**config.mk**
```make
export PLATFORM = sky130hd
export DESIGN_NAME = tdlsf_ctrl
export DESIGN_NICKNAME = d
export VERILOG_FILES = /design/src/sv/tdlsf_pkg.sv /design/src/sv/tdlsf_ctrl.sv
export SDC_FILE = /design/constraint.sdc
export NUM_CORES = 1
export LEC_CHECK = 0
export ABC_AREA = 1
export BUFFER_PORTS_ARGS = -buffer_cell sky130_fd_sc_hd__buf_4
export CORE_AREA = 2 2 68 70
export DETAILED_ROUTE_END_ITERATION = 10
export DIE_AREA = 0 0 70 72
export PLACE_DENSITY = 0.55
export SYNTH_ARGS = -nofsm -noshare
export SYNTH_HDL_FRONTEND = slang
export SYNTH_SLANG_ARGS = --single-unit
```
**constraint.sdc**
```tcl
create_clock -name clk_i -period 1.8 [get_ports clk_i]
set_input_delay 0 -clock clk_i [delete_from_list [all_inputs] [get_ports clk_i]]
set_output_delay 0 -clock clk_i [all_outputs]
set_load 0.01 [all_outputs]
```
**src/sv/tdlsf_pkg.sv**
```systemverilog
// shared constants and controller/datapath interface types
package tdlsf_pkg;

  localparam int W               = 48;
  localparam int EPS_W           = 16;
  localparam int THR_W           = 40;
  localparam int AMT_W           = 15;
  localparam int MAX_SAMPLES_DEF = 1024;
  localparam int FRAC_BITS_DEF   = 12;

  localparam logic [W-1:0]     WLIM      = {1'b0, {(W-1){1'b1}}};
  localparam logic [THR_W-1:0] THR_RESET = THR_W'(1);

  typedef struct packed {
    logic       acc;
    logic       load;
    logic       pivot;
    logic       div_start;
    logic       fcap;
    logic       mul_start;
    logic       emit;
    logic       emit_ok;
    logic [1:0] i;
    logic [1:0] r;
    logic [1:0] c;
  } cmd_t;

  typedef struct packed {
    logic empty;
    logic singular;
    logic div_done;
    logic mul_done;
    logic out_busy;
  } status_t;

endpackage

```
**src/sv/tdlsf_ctrl.sv**
```systemverilog
// controller: accumulation handshake and gauss-jordan solve sequencing
module tdlsf_ctrl (
  input  logic               clk_i,
  input  logic               rst_ni,
  input  logic               in_valid_i,
  input  logic               in_last_i,
  output logic               in_ready_o,
  input  tdlsf_pkg::status_t status_i,
  output tdlsf_pkg::cmd_t    cmd_o
);
  import tdlsf_pkg::*;

  typedef enum logic [7:0] {
    S_IDLE  = 8'b0000_0001,
    S_PIVOT = 8'b0000_0010,
    S_DIV   = 8'b0000_0100,
    S_DIVW  = 8'b0000_1000,
    S_FCAP  = 8'b0001_0000,
    S_MUL   = 8'b0010_0000,
    S_MULW  = 8'b0100_0000,
    S_EMIT  = 8'b1000_0000
  } state_e;

  state_e     state_q, state_d;
  logic [1:0] i_q, i_d, r_q, r_d, c_q, c_d;
  logic       ok_q, ok_d;
  logic [2:0] rn;

  always_comb begin
    state_d = state_q;
    i_d     = i_q;
    r_d     = r_q;
    c_d     = c_q;
    ok_d    = ok_q;
    cmd_o   = '0;
    cmd_o.i = i_q;
    cmd_o.r = r_q;
    cmd_o.c = c_q;
    in_ready_o = (state_q == S_IDLE);
    // next row to eliminate, skipping the pivot row
    rn = {1'b0, r_q} + 3'd1;
    if (rn[1:0] == i_q && rn < 3'd3) rn = {1'b0, r_q} + 3'd2;

    case (state_q)
      S_IDLE: begin
        if (in_valid_i) begin
          cmd_o.acc = 1'b1;
          if (in_last_i) begin
            cmd_o.load = 1'b1;
            i_d        = '0;
            ok_d       = 1'b0;
            state_d    = S_PIVOT;
          end
        end
      end
      S_PIVOT: begin
        if (status_i.empty || status_i.singular) begin
          ok_d    = 1'b0;
          state_d = S_EMIT;
        end else begin
          cmd_o.pivot = 1'b1;
          c_d         = i_q;
          state_d     = S_DIV;
        end
      end
      S_DIV: begin
        cmd_o.div_start = 1'b1;
        state_d         = S_DIVW;
      end
      S_DIVW: begin
        if (status_i.div_done) begin
          if (c_q == 2'd3) begin
            r_d     = (i_q == 2'd0) ? 2'd1 : 2'd0;
            state_d = S_FCAP;
          end else begin
            c_d     = c_q + 1'b1;
            state_d = S_DIV;
          end
        end
      end
      S_FCAP: begin
        cmd_o.fcap = 1'b1;
        c_d        = i_q;
        state_d    = S_MUL;
      end
      S_MUL: begin
        cmd_o.mul_start = 1'b1;
        state_d         = S_MULW;
      end
      S_MULW: begin
        if (status_i.mul_done) begin
          if (c_q != 2'd3) begin
            c_d     = c_q + 1'b1;
            state_d = S_MUL;
          end else if (rn < 3'd3) begin
            r_d     = rn[1:0];
            state_d = S_FCAP;
          end else if (i_q == 2'd2) begin
            ok_d    = 1'b1;
            state_d = S_EMIT;
          end else begin
            i_d     = i_q + 1'b1;
            state_d = S_PIVOT;
          end
        end
      end
      S_EMIT: begin
        if (!status_i.out_busy) begin
          cmd_o.emit    = 1'b1;
          cmd_o.emit_ok = ok_q;
          state_d       = S_IDLE;
        end
      end
      default: begin
        state_d = S_IDLE;
      end
    endcase
  end

  always_ff @(posedge clk_i or negedge rst_ni) begin
    if (!rst_ni) begin
      state_q <= S_IDLE;
      i_q     <= '0;
      r_q     <= '0;
      c_q     <= '0;
      ok_q    <= 1'b0;
    end else begin
      state_q <= state_d;
      i_q     <= i_d;
      r_q     <= r_d;
      c_q     <= c_d;
      ok_q    <= ok_d;
    end
  end

endmodule

```
* After elaboration in Yosys (flattened, before gate mapping) *
Cells that the tools add are included.

word-level totals
  bits in registers = 15
  latch bits = 0
  bits in writable memories = 0
  memory bits (read-only) = 0
  input bits = 9
  output and inout port bits = 15
  logic and storage cells = 100
  memories = 0

cells by class
  add/sub/neg operators = 4
  $mul = 0
  div/mod/pow operators = 0
  order comparisons = 2
  equal/unequal tests = 27
  shifts and indexed selects = 0
  mux-type cells = 50
  bitwise gates (word level) = 0
  reductions and logical operators = 12

operators by type and width
  operator                                                                      count
  8-bit two-way mux                                                             9
  8-bit one-hot mux with 8 select lines                                         1
  2-bit two-way mux                                                             20
  2-bit inequality test, second input constant                                  16
  1-bit two-way mux                                                             14
  6-bit AND reduction                                                           2
  8-bit by 1-bit equality test with 1-bit output, second input constant         1
  8-bit by 2-bit equality test with 1-bit output, second input constant         1
  8-bit by 3-bit equality test with 1-bit output, second input constant         1
  8-bit by 4-bit equality test with 1-bit output, second input constant         1
  8-bit by 5-bit equality test with 1-bit output, second input constant         1
  8-bit by 6-bit equality test with 1-bit output, second input constant         1
  8-bit by 7-bit equality test with 1-bit output, second input constant         1
  8-bit equality test, second input constant                                    1
  2-bit one-hot mux with 2 select lines                                         2
  2-bit one-hot mux with 4 select lines                                         1
  8-bit AND reduction                                                           1
  7-bit AND reduction                                                           1
  3-bit by 2-bit less-than comparator with 1-bit output, second input constant  2
  5-bit two-way mux                                                             1
  5-bit AND reduction                                                           1
  2-bit by 1-bit adder with 2-bit output, second input constant                 2
  2-bit equality test, second input constant                                    2
  2-bit nonzero test                                                            2
  other kinds (10)                                                              10

* Logic depth before layout (Yosys ltp) *
  word-level depth = 9
  gate-level depth with buffers = 15
  mapped depth without buffers = 15

* Worst setup path before layout *
OpenSTA, ideal clock, no wires.

  path kind = register -> register
  start point = register r_q[0]
  end point = register i_q[1]
  library setup time = 0.117 ns
  arrival time = 1.689 ns
  required time = 1.683 ns
  setup slack = -0.006 ns
  cell stages (with the launch flop) = 15
  buffers on the path = 0
  period minus slack after synthesis = 1.806 ns
  path through = dfrtp_1 > inv_1 > ha_1 > nand2_1 > nand2_1 > nor2_1 > nand3_1 > nand2_2 > nand2_1 > nand2_2 > nand2_1 > nand2_1 > nand2_1 > nand2_1 > nand2_1

on the way
  longest elaborated chain between the ends = 7
  elaborated cells on any way between the ends = 9
  those cells by class = add/sub (2); order compare (2); eq/ne (2); mux (1); reduce/logical (2)

RTL lines
  element                                                                                              RTL line           source
  start: declaration                                                                                   tdlsf_ctrl.sv:25   logic [1:0] i_q, i_d, r_q, r_d, c_q, c_d;
  start signal: assignment                                                                             tdlsf_ctrl.sv:130  r_q <= r_d;
  2-bit by 1-bit adder with 3-bit output                                                               tdlsf_ctrl.sv:41   rn = {1'b0, r_q} + 3'd1;
  3-bit by 2-bit less-than comparator with 1-bit output / 2-bit equality test (equally long branches)  tdlsf_ctrl.sv:42   if (rn[1:0] == i_q && rn < 3'd3) rn = {1'b0, r_q} + 3'd2;
  1-bit logical AND                                                                                    tdlsf_ctrl.sv:42
  3-bit two-way mux (*)                                                                                tdlsf_ctrl.sv:42
  3-bit by 2-bit less-than comparator with 1-bit output (*)                                            tdlsf_ctrl.sv:95   end else if (rn < 3'd3) begin
  2-bit inequality test (no source line) (*)                                                           -
  7-bit AND reduction (no source line) (*)                                                             -
  end signal: assignment                                                                               tdlsf_ctrl.sv:129  i_q <= i_d;
  end: declaration                                                                                     tdlsf_ctrl.sv:25

Mark *: on every way between the ends. The rest lies on a longest branch, timed or not.
A chain may end at the register's enable or synchronous reset.

* Final worst setup path *
  start point = register r_q[0]
  end point = register state_q[7]

on the way
  longest elaborated chain between the ends = 9
  elaborated cells on any way between the ends = 11
  those cells by class = add/sub (2); order compare (2); eq/ne (1); mux (5); reduce/logical (1)

RTL lines
  element                                                                                              RTL line           source
  2-bit by 1-bit adder with 3-bit output                                                               tdlsf_ctrl.sv:41
  3-bit by 2-bit less-than comparator with 1-bit output / 2-bit equality test (equally long branches)  tdlsf_ctrl.sv:42
  1-bit logical AND                                                                                    tdlsf_ctrl.sv:42
  3-bit two-way mux (*)                                                                                tdlsf_ctrl.sv:42
  3-bit by 2-bit less-than comparator with 1-bit output (*)                                            tdlsf_ctrl.sv:95
  8-bit two-way mux (*)                                                                                tdlsf_ctrl.sv:95
  8-bit two-way mux (*)                                                                                tdlsf_ctrl.sv:92   if (c_q != 2'd3) begin
  8-bit two-way mux (*)                                                                                tdlsf_ctrl.sv:91   if (status_i.mul_done) begin
  8-bit one-hot mux with 8 select lines (*)                                                            tdlsf_ctrl.sv:44   case (state_q)
  end signal: assignment                                                                               tdlsf_ctrl.sv:128  state_q <= state_d;
  end: declaration                                                                                     tdlsf_ctrl.sv:24   state_e state_q, state_d;

Mark *: on every way between the ends. The rest lies on a longest branch, timed or not. The select of a mux whose other input is x is not followed.

==> out/qor.txt <==
Max Clock Skew - 0.00398 ns
slew at the pin with the worst max-slew slack - 0.438 ns
initial antenna violation count - 0
routed wire length - 2.88 mm
Core Rows - 24
die area - 5040 sq um
Starting Density - 0.294
worst min path class - in2reg
port buffer count - 23
Synth area leaders - dfrtp_1 28%, nand2_1 15%, inv_1 7.8%
Worst EP required - 1.93 ns
Multi-input gate area - 779 sq um
Finished Core Util - 0.381
#FFs+latches synth - 15
antenna viol nets, final - 0
die width - 70 um
Hold Fails Final Rpt - 0
Post-Layout Cell Count - 264
Critical Path AT - 1.82 ns
initial drt markers - 41
Hold Slack - 0.0763 ns
Placed Instances - 257
post-synthesis xor/xnor area fraction - 0
chip height - 72 um
GR Layer Usage met1 - 0.139
max_cap viols - 0
Crit Path Class - reg2reg
pre-CTS worst setup slack - -0.0177 ns
htree depth - 1
Syn Inst Count - 180
Vias per Instance - 4.37
WL/cell - 10.9 um
largest net degree at the start of global routing - 16
floorplan core area - 4260 sq um
M3 GR Usage - 0.0181
status - complete, no violations
gr ovfl total - 0
count of final setup violators - 0
critical path fanouts, max - 5
mux cell area share after synthesis - 0
area delta synth->final - 29.4%
Power Density - 814 nW/um^2
main combinational cell family by area after synthesis - simple AND/OR/NAND/NOR gates
layout cells sized above 1 - 0.377
Simple-Gate Fraction of Synth Area - 0.456
Root Buffer - clkbuf_8
Slew headroom - 0.705
global-route usage over all layers - 0.122
via count - 1153
post-synthesis cell type count - 27
clk slew on worst S/H paths - 0.07 ns
CTS tree - built
commonest non-fill, non-tap cell in the layout - nand2_1
drc violations - 0
gp weighted congestion - 0.823
Synth Area in Adders - 0.0499
Num CTS Buffers - 3
DP HPWL - 2.31 mm
Final Cycle Share - 0.939
Storage cell area - 378 sq um
Final #Nets - 227
Synth area leader - dfrtp_1
num ports - 24
VDD IR max - 0.256 mV
CP startpoint kind - register
busiest grt layer - met2
post-synthesis sequential area ratio - 0.300
first-pass GRT wire length - 4.94 mm
max frequency - 0.592 GHz
grt met2 use - 0.235
CP Capture Type - register
synthesized cell area - 1250 sq um
worst skew pair latency - 0.25 ns
Avg Inst Size Synth - 6.97 sq um
fin. max-slew vios - 0
number of global-route vias before repair - 1108
Final WS setup - 0.110 ns
Final min period - 1.69 ns
Synth Area in Compound Gates - 0.0818
post-layout power - 1.32 mW
Clock Sinks - 15
Synthesized Nets - 194
YS warnings - 0
ant diodes - 0
post-synth top area share - 0.279
Fillers - 464
most frequent cells in the layout - 44 x nand2_1, 26 x buf_4, 25 x inv_1, 15 x nor2_1
Leak - 0.872 nW
first-pass detailed-route iteration total - 4
clock tree buffer depth - 2
unrepaired setup endpoints after global routing - yes
==> sequential cells by signal (all words and copies together) (netlist names) <==
register,cells
c_q,2
r_q,2
ok_q,1
state_q,8
i_q,2
==> worst max-delay path, cell delays in order (launching register included) <==
cell	delay [ns]
dfrtp_2	0.43
inv_2	0.08
ha_4	0.21
nand2_2	0.06
nand2_1	0.06
nor2_2	0.12
nand2_1	0.06
nand2_1	0.08
inv_1	0.05
nand2_2	0.07
nand2_4	0.06
nand3b_1	0.09
nand2_1	0.05
nand2_1	0.09
nand2_1	0.05
==> cell usage after synthesis, drive strengths merged <==
master   n
a21oi    5
nand4    4
inv     33
o21ai    8
nand3   13
o21a     1
or2      2
nand2   61
buf      1
nor2    27
nor3     2
ha       5
a21boi   1
dfstp    1
dfrtp   14
nand3b   2
==> path summary, 6_finish.rpt <==
path / startpoint / to / slack [ns] / depth (start not counted)
max: r_q[0] / state_q[7] / 0.11 / 14
min: status_i[4] / state_q[2] / 0.08 / 4
max reg2reg: r_q[0] / state_q[7] / 0.11 / 14
min reg2reg: c_q[1] / c_q[1] / 0.51 / 2
max in group asynchronous: rst_ni / state_q[0] / 1.41 / 2
min in group asynchronous: rst_ni / i_q[1] / 0.14 / 2
==> kinds of logic after synthesis <==
logic type      after synthesis
simple gates                111
buf+inv                      34
compound gates               15
flops                        15
fa+ha+maj                     5
==> power breakdown <==
group	leakage [nW]	internal (mW)	switching (mW)	total [mW]
sequential	0.203	0.376	0.0321	0.408
clock	0.0228	0.157	0.125	0.281
combinational	0.647	0.245	0.386	0.631
total	0.872	0.778	0.543	1.32
==> repair_timing <==
item / in CTS / in global routing
setup buffers: 0 / 1
endpoints found under the hold margin: 16 / 0
pin swaps: 0 / 9
hold buffers: 2 / 0
resized for setup: 1 / 12
endpoints found under the setup margin: 3 / 8
gates cloned: 0 / 0
==> cell type report <==
class,count,share of cell area
inverters,33,0.0794
clock buffers,4,0.0278
flip-flops and latches,15,0.233
multi-input cells,131,0.480
repair buffers,29,0.140
well taps,52,0.0401
==> through the flow <==
stage,setup TNS (ns),cell area (sq um)
3_3_place_gp,0,1500
4_1_cts,0,1580
2_1_floorplan,0,1250
6_report,0,1620
3_5_place_dp,-0.0341,1500
5_1_grt,-0.0814,1620
==> metal layers <==
metal | vias to the layer above | share of wire | wire length [um]
met5 | - | 0 | 0
li1 | 618 | - | -
met1 | 518 | 0.45 | 1300
met4 | 0 | 0.0049 | 14
met3 | 2 | 0.024 | 68
met2 | 15 | 0.52 | 1500
Power figures use the tool's default switching activity.
